**src/rtl/core/bgcp_div.sv**
```systemverilog
// serial restoring divider for the q16 ratio
`default_nettype none
module bgcp_div #(
  parameter int COUNT_BITS = 16
) (
  input  wire logic                  clk,
  input  wire logic                  rst_n,
  input  wire logic                  go,
  input  wire logic [COUNT_BITS-1:0] num,
  input  wire logic [COUNT_BITS-1:0] den,
  output logic                       done,
  output logic [16:0]                quo
);
  localparam int NB = COUNT_BITS + 16;
  localparam int CB = $clog2(NB + 1);

  logic [NB-1:0]       q_r, q_nxt;
  logic [COUNT_BITS:0] rem_r, rem_nxt, trial;
  logic [CB-1:0]       cnt_r, cnt_nxt;
  logic                run_r, run_nxt, done_r, done_nxt;

  always_comb begin
    q_nxt = q_r;
    rem_nxt = rem_r;
    cnt_nxt = cnt_r;
    run_nxt = run_r;
    done_nxt = 1'b0;
    trial = {rem_r[COUNT_BITS-1:0], q_r[NB-1]};
    if (go) begin
      q_nxt = {num, 16'd0};
      rem_nxt = '0;
      cnt_nxt = CB'(NB);
      run_nxt = 1'b1;
    end else if (run_r) begin
      if (trial >= {1'b0, den}) begin
        rem_nxt = trial - {1'b0, den};
        q_nxt = {q_r[NB-2:0], 1'b1};
      end else begin
        rem_nxt = trial;
        q_nxt = {q_r[NB-2:0], 1'b0};
      end
      cnt_nxt = cnt_r - 1'b1;
      if (cnt_r == CB'(1)) begin
        run_nxt = 1'b0;
        done_nxt = 1'b1;
      end
    end
  end

  always_ff @(posedge clk) begin
    if (!rst_n) begin
      run_r <= 1'b0;
      done_r <= 1'b0;
      cnt_r <= '0;
    end else begin
      run_r <= run_nxt;
      done_r <= done_nxt;
      cnt_r <= cnt_nxt;
    end
    q_r <= q_nxt;
    rem_r <= rem_nxt;
  end

  assign done = done_r;
  assign quo = (q_r > NB'(65536)) ? 17'h10000 : q_r[16:0];
endmodule
`default_nettype wire

```
**config.mk**
```make
export PLATFORM = sky130hd
export DESIGN_NAME = bgcp_div
export DESIGN_NICKNAME = d
export VERILOG_FILES = /design/src/rtl/core/bgcp_div.sv
export SDC_FILE = /design/constraint.sdc
export NUM_CORES = 1
export LEC_CHECK = 0
export BUFFER_PORTS_ARGS = -buffer_cell sky130_fd_sc_hd__clkbuf_2
export CAP_MARGIN = 20
export CORE_UTILIZATION = 30
export CTS_CLUSTER_DIAMETER = 120
export CTS_CLUSTER_SIZE = 20
export DETAILED_ROUTE_END_ITERATION = 12
export HOLD_SLACK_MARGIN = 0.12
export PLACE_DENSITY = 0.59
export SLEW_MARGIN = 20
export SYNTH_ARGS = -nofsm -noshare
export SYNTH_HDL_FRONTEND = slang
export SYNTH_SLANG_ARGS = --single-unit
```
**constraint.sdc**
```tcl
create_clock -name clk -period 3 [get_ports clk]
set_clock_uncertainty 0.1 [all_clocks]
set_input_delay 0.9 -clock clk [delete_from_list [all_inputs] [get_ports clk]]
set_output_delay 0.9 -clock clk [all_outputs]
set_load 0.01 [all_outputs]
```
# After elaboration in Yosys (flattened, before gate mapping)
# Index checks and enable logic that the tools add are counted.
dict set report totals {
  memories 0
  in_bits 35
  out_inout_bits 18
  register_bits 56
  latchBits 0
  romBits 0
  ram_bits 0
  word_cells 28
}
dict set report classes {
  addsub 2
  div_mod_pow 0
  n_mul 0
  eq_ne 1
  order_cmp 2
  bitwise_logic 2
  mux 11
  shifts 0
  n_reduce_logical 3
}
# operator n
set ops {}
lappend ops {{$mux W32} 2}
lappend ops {{$gt A32 B17 Y1 const B} 1}
lappend ops {{$ge A17 B16 Y1} 1}
lappend ops {{$mux W17} 1}
lappend ops {{$mux W16} 1}
lappend ops {{$sub A16 B16 Y16} 1}
lappend ops {{$mux W6} 2}
lappend ops {{$eq A6 B1 Y1 const B} 1}
lappend ops {{$sub A6 B1 Y6 const B} 1}
lappend ops {{$mux W1} 5}
lappend ops {{$reduce_or A3 Y1} 1}
lappend ops {{$not A1 Y1} 2}
lappend ops {{$reduce_bool A2 Y1} 1}
lappend ops {{$reduce_or A2 Y1} 1}

# Logic depth before layout (Yosys ltp)
# Gate-level depths: netlist of the first run.
dict set report logic_depth {
  depth_word 4
  depth_mapped 10
  mapped_depth_nobuf 9
}

# Worst setup path after synthesis of the first run
# No wires, ideal clock.
dict set report synth_path {
  kind {in2reg}
  from {in den[8]}
  to {reg rem_r[7]}
  required_time_ns 2.809
  setup_slack_ns 0.340
  arrival_ns 2.469
  stages 10
  setup_time_ns 0.091
  path_buffers 2
  cell_sequence {inv_1 > ha_1 > buf_6 > a21o_1 > a31oi_1 > o21a_2 > a21o_4 > buf_6 > nand3_1 > a311oi_1}
}
dict set report synth_via {
  elab_chain_len 2
}
# item line
set synth_lines {}
lappend synth_lines {{start: declaration} 10} ;# input wire logic [COUNT_BITS-1:0] den,
lappend synth_lines {{$ge A17 B16 Y1} 35} ;# if (trial >= {1'b0, den}) begin
lappend synth_lines {{$mux W16} 35}
lappend synth_lines {{end signal: assignment} 61} ;# rem_r <= rem_nxt;
lappend synth_lines {{end: declaration} 18} ;# logic [COUNT_BITS:0] rem_r, rem_nxt, trial;
# No other way between the ends.
# A chain may end at the register's enable or synchronous reset.

# Final worst setup path of the first run
dict set report layout_path {
  from {reg q_r[23]}
  to {out quo[3]}
}
dict set report layout_via {
  elab_chain_len 2
}
# item line
set layout_lines {}
lappend layout_lines {{start: declaration} 17} ;# logic [NB-1:0] q_r, q_nxt;
lappend layout_lines {{start signal: assignment} 60} ;# q_r <= q_nxt;
lappend layout_lines {{$gt A32 B17 Y1} 65} ;# assign quo = (q_r > NB'(65536)) ? 17'h10000 : q_r[16:0];
lappend layout_lines {{$mux W17} 65}
lappend layout_lines {{end: declaration} 12} ;# output logic [16:0] quo
# No other way between the ends.

==> results of run 1 <==
synth_stat cells, types with 2 or more instances:
cell      count
a41oi_1       2
o21bai_1      2
o211ai_1      3
o21ai_0      15
o221ai_1      4
xnor2_1      12
or2_2         2
a22o_1       14
a311oi_1     11
nor4_1        7
nand3_1      13
a21o_1        5
nand2_1      22
mux2i_1      15
nand4_1       8
buf_6         3
nor2_1       43
a211oi_1      3
nand2b_1      3
a21oi_2       2
xor2_1        2
o21ai_1       3
buf_2         2
buf_1         6
o21a_1        3
and3_1        3
ha_1         18
buf_4         3
dfxtp_1      40
inv_1        29
edfxtp_1     16
a21oi_4       2
a21oi_1      18
and2_1       19
nor2b_1       2
nor3_1        6
clkbuf_1      7
o22ai_1       3
state kept, by name, summed over array words and instances, names as in the netlist:
register  count
q_r          32
rem_r        16
run_r         1
cnt_r         6
done          1
report_power, final:
part           leakage [nW]  switching (W)  total, W  internal, W
combinational          1.19       0.000207  0.000365     0.000158
clock                0.0645       0.000246  0.000553     0.000307
sequential            0.494      0.0000330  0.000857     0.000824
total                  1.75       0.000486   0.00177      0.00129
logic make-up (layout without fill, tap and decap cells):
kind of cell | count (synthesis) | after routing | synth area share
DFF | 56 | 56 | 0.369
muxes | 15 | 15 | 0.0432
xor gates and xnor gates | 14 | 14 | 0.0353
adders and majority gates | 19 | 19 | 0.0706
and+or+nand+nor | 133 | 133 | 0.196
AOI/OAI and AO/OA | 102 | 102 | 0.220
buffers and inverters | 51 | 105 | 0.0659
per-layer routing:
layer,track usage,vias up
met1,0.206,1419
met4,0.0419,0
li1,-,1518
met5,0,-
met3,0.0219,12
met2,0.222,65
stage by stage:
step	std cells	TNS, ns
2_1_floorplan	390	0
3_3_place_gp	576	0
3_5_place_dp	576	-0.0883
4_1_cts	584	0
5_1_grt	584	0
6_report	584	0
critical path, stage by stage, from the launching register on:
cell and delay, ns:
edfxtp_1 0.39, nor4_1 0.35, nand4_1 0.22, a21oi_1 0.16, buf_4 0.18, and2_1 0.14, clkbuf_2 0.13
layout make-up:
class	count	area [um^2]
fillers	1161	7030
multi-input cells	283	1960
flip-flops and latches	56	1280
repair buffers	68	380
well taps	140	175
clock buffers	6	129
inverters	29	109
clock inverters	2	11.3
how the worst max path moves through the flow:
stage	start	to	slack, ns	depth (start not counted)
final	q_r[23]	quo[3]	0.15	6
after global routing	q_r[23]	quo[15]	0.01	6
after CTS	q_r[23]	quo[3]	0.12	6
after detailed placement	den[14]	rem_r[15]	-0.06	8
after global placement	den[14]	rem_r[15]	0.02	8
after floorplan	den[8]	rem_r[7]	0.34	10
==> impl_metrics.toml, run 1 <==
[critical_path]
setup.worst_path.start_class = "flop"
worst-setup-path-type = "reg -> out"
cp-end-kind = "primary output"
rr_endpoint = "rem_r[8]"
reg2reg_from = "q_r[31]"
cp.arrival_ns = 1.85
ff2ff_path_depth = 9
critPathRequiredTime_ns = 2.00
r2r_slack_ns = 0.64
critical_path_peak_fanout = 16

[global_routing]
grt_overflow = 0
grt_max_degree = 48
antenna_found_initial = 0
groute.usage.overall = 0.144
grt_pass1_vias = 2907
grt_pass1_wl_um = 13800

[drt]
drt-total-wl_um = 8370
wl_per_cell_um = 14.3
wirelength_met1_um = 4250
vias_per_cell = 5.16
route.vias.total = 3014
top_layer_used = "met4"
ant_nets = 0
first_pass_iters = 4
wl_met2_um = 3630
wl_met3_um = 330
drt-initial-drc-count = 201
route.detailed.drc = 0

[floorplan]
num_rows = 38
die_width_um = 110
coreArea_mm2 = 0.0111
die_h_um = 110
pin_count = 53
die-area_mm2 = 0.0120
start_util = 0.314

[place]
post-dp-hpwl_um = 6430
pre_cts_slack_ns = -0.0580
post_dp_cell_area_mm2 = 0.00391
finalWeightedCongestion = 0.918
portBuffers = 52

[pwr]
leakagePower_nw = 1.75
p_per_area_mw_per_mm2 = 438
ir_drop_mv = 0.207
p_total_w = 0.00177

[clocking]
path_clk_slew_ns = 0.07
clockBufferDepth = 2
post_cts_buffers = 0
root_buffer = "clkbuf_16"
cts_max_level = 2
cts_buffers = 5
cts_sinks = 56
clk_latency_ns = 0.29
post_cts_resized = 0
cts_tree = "yes"
holdBufCountCts = 0

[sta]
maxSlewHeadroom = 0.586
drv_slew = 0
hold_violations = 0
fin_crit_ns = 2.85
setup_violations = 0
tightestPinTransition_ns = 0.621
grt_setup_unrepaired = "false"
whs_ns = 0.401
fin_crit_sh = 0.951
fin_ws_ns = 0.148
max_freq_mhz = 351

[yosys]
synth_cells = 390
synth_cell_types = 57
synth_edf_count = 16
synthesis.nets = 444
synth_top_area_share = 0.231
avgSynthCellArea_um2 = 8.91
seq_area_frac_synth = 0.369
yosys_warnings = 0
syn_area_mm2 = 0.00347
ys_seq_elements = 56
synth_top_cell_by_area = "dfxtp_1"
synthFlopType = "dfxtp_1"
synthArstFlopShare = 0
synth_area_leaders = "dfxtp_1 23%, edfxtp_1 14%, ha_1 6.5%"

[flow_run]
maxCapViolCount = 0

[layout]
design_area_mm2 = 0.00405
num_antenna_cells = 0
area_growth_pct = 16.6
most-common-layout-cells = "52 x clkbuf_2, 43 x nor2_1, 39 x dfxtp_1"
layout-drive-gt1-share = 0.198
mostFrequentLayoutCell = "clkbuf_2"
nets = 497
finish.utilization = 0.366

[hold_path]
worstHoldStart = "cnt_r[1]"
hold_class = "reg -> reg"
timing.hold.worst_endpoint = "cnt_r[1]"
hold_depth = 2

[run_status]
status = "completed"
No activity file was read; power rests on OpenSTA's default activity.
==> run 2: changes to the inputs <==
- CAP_MARGIN: 20 -> default
- CTS_BUF_LIST: default -> sky130_fd_sc_hd__clkbuf_4 sky130_fd_sc_hd__clkbuf_8
==> impl_metrics.toml, run 2 (same netlist as run 1, synthesis figures left out) <==
[critical_path]
cp-end-kind = "primary output"
reg2reg_from = "q_r[31]"
worst-setup-path-type = "reg -> out"
r2r_slack_ns = 0.64
cp.arrival_ns = 1.85
critPathRequiredTime_ns = 2.00
rr_endpoint = "rem_r[8]"
setup.worst_path.start_class = "flop"
ff2ff_path_depth = 9
critical_path_peak_fanout = 16

[global_routing]
groute.usage.overall = 0.143
antenna_found_initial = 0
grt_pass1_wl_um = 13800
grt_max_degree = 48
grt_pass1_vias = 2906
grt_overflow = 0

[sta]
fin_crit_sh = 0.949
tightestPinTransition_ns = 0.629
setup_violations = 0
maxSlewHeadroom = 0.580
fin_crit_ns = 2.85
drv_slew = 0
grt_setup_unrepaired = "false"
whs_ns = 0.406
max_freq_mhz = 351
hold_violations = 0

[floorplan]
die_width_um = 110
coreArea_mm2 = 0.0111
die_h_um = 110
num_rows = 38
die-area_mm2 = 0.0120
start_util = 0.314
pin_count = 53

[clocking]
holdBufCountCts = 0
cts_tree = "yes"
post_cts_buffers = 0
clk_latency_ns = 0.30
cts_max_level = 2
root_buffer = "clkbuf_8"
path_clk_slew_ns = 0.10
cts_sinks = 56
cts_buffers = 5
post_cts_resized = 0
clockBufferDepth = 2

[layout]
largest_reg_flops = 32
fin_cells = 584
fill_cells = 1169
nets = 497
num_antenna_cells = 0
area_growth_pct = 15.5
layout-drive-gt1-share = 0.205
reg_top3 = "q_r x32, rem_r x16, cnt_r x6"
most-common-layout-cells = "52 x clkbuf_2, 43 x nor2_1, 39 x dfxtp_1"
largest_register = "q_r"
mostFrequentLayoutCell = "clkbuf_2"
seqCellArea_mm2 = 0.00128
multi_input_area_mm2 = 0.00198

[drt]
first_pass_iters = 4
drt-initial-drc-count = 185
wl_per_cell_um = 14.4
drt-total-wl_um = 8410
route.vias.total = 3046
ant_nets = 0
vias_per_cell = 5.22
route.detailed.drc = 0

[pwr]
swShare = 0.292
p_seq_frac = 0.526
clockPowerShare = 0.248
power_frac_comb = 0.225
leakagePower_nw = 1.73
ir_drop_mv = 0.177
p_per_area_mw_per_mm2 = 406
intPower_w = 0.00115
p_sw_w = 0.000476

[flow_run]
maxCapViolCount = 0

[hold_path]
timing.hold.worst_endpoint = "cnt_r[1]"
hold_class = "reg -> reg"
hold_depth = 2
worstHoldStart = "cnt_r[1]"

[place]
finalWeightedCongestion = 0.918
portBuffers = 52
post-dp-hpwl_um = 6430
placedCellCount = 576

[run_status]
status = "completed"
[run 2: changes by cell type in the layout (fill, tap and decap cells not counted)]
cell / previous run / this run
clkbuf_16: 5 / 0
nor4_2: 0 / 2
clkbuf_1: 1 / 0
clkbuf_8: 0 / 5
nor4_1: 7 / 5
clkbuf_4: 0 / 1
[run 2: worst max path at each step]
stage | to | from | cells past startpoint
after floorplan | rem_r[7] | den[8] | 10
after global placement | rem_r[15] | den[14] | 8
after detailed placement | rem_r[15] | den[14] | 8
after CTS | quo[3] | q_r[23] | 6
after global routing | quo[15] | q_r[27] | 6
final | quo[13] | q_r[23] | 6
[run 2: critical path, stage by stage (launching register included)]
cell and delay, ns:
edfxtp_1 0.43, nor4_2 0.32, nand4_1 0.19, a21oi_1 0.16
buf_4 0.18, and2_1 0.14, clkbuf_2 0.12
[run 2: layout make-up]
class	count	share of cell area
multi-input combinational	283	0.493
sequential	56	0.320
timing repair buffer	68	0.0949
tap	140	0.0437
inverter	29	0.0271
clock buffer	6	0.0190
clock inverter	2	0.00281
[run 2: power by group through the flow]
stage | logic, W | clock network [W] | registers (W)
after floorplan | 0.000270 | 0 | 0.000860
after global placement | 0.000361 | 0 | 0.000872
after detailed placement | 0.000364 | 0 | 0.000873
after CTS | 0.000365 | 0.000417 | 0.000855
after global routing | 0.000408 | 0.000443 | 0.000863
final | 0.000367 | 0.000405 | 0.000858
[run 2: per-stage QoR]
step / instance area [um^2] / setup TNS, ns / utilization / power, W / setup WS [ns]
finish: 4010 / 0 / 0.362 / 0.00163 / 0.153
global route: 4010 / 0 / 0.362 / 0.00171 / 0.0137
CTS: 4000 / 0 / 0.361 / 0.00164 / 0.0899
detailed placement: 3910 / -0.0883 / 0.353 / 0.00124 / -0.0580
global placement: 3910 / 0 / 0.353 / 0.00123 / 0.0165
floorplan: 3470 / 0 / - / 0.00113 / 0.340
[run 2: routing by layer]
layer	GRT usage	routed length [um]	up-vias
met3	0.0219	341	12
met1	0.205	4280	1446
met4	0.0419	161	0
met2	0.222	3630	69
met5	0	0	-
li1	-	-	1519
==> run 3: changes to the inputs <==
- ABC_AREA: default -> 1
- PLACE_DENSITY: 0.59 -> 0.58
==> impl_metrics.toml, run 3 <==
[pwr]
ir_drop_mv = 0.202
leakagePower_nw = 2.04
p_per_area_mw_per_mm2 = 376

[clocking]
holdBufCountCts = 0
post_cts_buffers = 0
cts_tree = "yes"
clk_latency_ns = 0.32
path_clk_slew_ns = 0.11
clockBufferDepth = 2
cts_buffers = 5
cts_sinks = 56
post_cts_resized = 0
cts_max_level = 2
root_buffer = "clkbuf_8"

[place]
placedCellCount = 696
finalWeightedCongestion = 0.876
post-dp-hpwl_um = 6700
portBuffers = 52

[sta]
whs_ns = 0.381
setup_violations = 0
fin_crit_ns = 2.81
maxSlewHeadroom = 0.664
drv_slew = 0
tns_ns = 0
grt_setup_unrepaired = "false"
fin_crit_sh = 0.936
hold_violations = 0
tightestPinTransition_ns = 0.504
max_freq_mhz = 356

[critical_path]
cp.arrival_ns = 1.81
critPathRequiredTime_ns = 2.00
setup.worst_path.start_class = "flop"
cp-end-kind = "primary output"
worst-setup-path-type = "reg -> out"
critical_path_peak_fanout = 16

[hold_path]
hold_class = "reg -> reg"

[global_routing]
groute.usage.overall = 0.145
grt_overflow = 0
grt_max_degree = 41
antenna_found_initial = 0
grt_pass1_vias = 3276
grt_pass1_wl_um = 14900

[layout]
multi_input_area_mm2 = 0.00189
area_growth_pct = 14.7
most-common-layout-cells = "148 x nand2_1, 93 x inv_1, 52 x clkbuf_2"
reg_top3 = "q_r x32, rem_r x16, cnt_r x6"
seqCellArea_mm2 = 0.00128
largest_reg_flops = 32
largest_register = "q_r"
fin_cells = 704
fill_cells = 1274
nets = 614
num_antenna_cells = 0
layout-drive-gt1-share = 0.169
mostFrequentLayoutCell = "nand2_1"

[drt]
drt-total-wl_um = 8560
wl_per_cell_um = 12.2
vias_per_cell = 4.64
first_pass_iters = 8
route.detailed.drc = 4
route.vias.total = 3264
ant_nets = 0
drt-initial-drc-count = 208

[yosys]
ys_top_cells_by_count = "148 x nand2_1, 93 x inv_1, 40 x dfxtp_1"
synthArstFlopShare = 0
synth_cell_types = 42
synth_area_leaders = "dfxtp_1 22%, nand2_1 16%, edfxtp_1 13%"
synth_top_cell_by_area = "dfxtp_1"
synth_edf_count = 16
synthesis.nets = 565
avgSynthCellArea_um2 = 7.01
synthFlopType = "dfxtp_1"
synth_most_common_cell = "nand2_1"
synth_top_area_share = 0.224
yosys_warnings = 0
synth_cells = 511
syn_area_mm2 = 0.00358
ys_seq_elements = 56
seq_area_frac_synth = 0.358

[floorplan]
start_util = 0.311
num_rows = 39
pin_count = 53
coreArea_mm2 = 0.0115
die_width_um = 111
die-area_mm2 = 0.0124
die_h_um = 111

[flow_run]
maxCapViolCount = 0

[run_status]
status = "finished, violations left"
violations = "design-rule violations"
## run 3: cell types whose count changed in the layout (fill, tap and decap cells not counted), moves of 9 or more
cell      change
buf_4        -13
nand2_1     +126
mux2i_1      -15
a21oi_1       -9
o22ai_1      +12
a311oi_1     -11
and2_1       -19
inv_1        +64
a22o_1        -9
nor2_1       -10
nand3_1      +24
## run 3: worst max-delay path: stages (launching register included)
cell and delay, ns:
dfxtp_1 0.34, nor4_1 0.39, nand4_1 0.18, a21o_4 0.30
nor2_1 0.14, clkbuf_2 0.15
## run 3: metal layers
metal / up-vias / global-route usage / part of all wire
met4: 0 / 0.0577 / 0.021
li1: 1726 / - / -
met1: 1479 / 0.192 / 0.48
met3: 13 / 0.0191 / 0.029
met2: 46 / 0.239 / 0.47
met5: - / 0 / 0
## run 3: through the flow
stage	cell area (um^2)	total power, W	util	setup slack [ns]
2_1_floorplan	3580	0.000975	-	0.556
3_3_place_gp	3960	0.00104	0.344	0.208
3_5_place_dp	3960	0.00104	0.344	0.207
4_1_cts	4080	0.00155	0.354	0.0167
5_1_grt	4110	0.00162	0.356	0.0463
6_report	4110	0.00154	0.356	0.193
## run 3: cell families after synthesis
group / Yosys count / synth area share
adders and majority gates: 19 / 0.0685
xor gates and xnor gates: 7 / 0.0171
AOI/OAI and AO/OA: 51 / 0.0881
buffers and inverters: 109 / 0.123
and+or+nand+nor: 269 / 0.345
DFF: 56 / 0.358
## run 3: path summary, 6_finish.rpt
kind	from	to	slack, ns	depth (start not counted)
setup / recovery	q_r[11]	quo[1]	0.19	5
hold / removal	rem_r[14]	rem_r[14]	0.38	2
setup reg to reg	q_r[31]	rem_r[12]	0.86	11
hold reg to reg	rem_r[14]	rem_r[14]	0.38	2
## run 3: cell type report
class / instances / area share
Clock buffer: 5 / 0.0168
Clock inverter: 3 / 0.0113
Inverter: 96 / 0.0878
Multi-Input combinational cell: 346 / 0.460
Sequential cell: 56 / 0.312
Tap cell: 143 / 0.0436
Timing Repair Buffer: 55 / 0.0689
## run 3: report_power, final
group / total, W / switching [W] / internal, W
Sequential: 0.000832 / 0.0000222 / 0.000810
Combinational: 0.000196 / 0.000121 / 0.0000745
Clock: 0.000517 / 0.000265 / 0.000252
Total: 0.00154 / 0.000408 / 0.00114
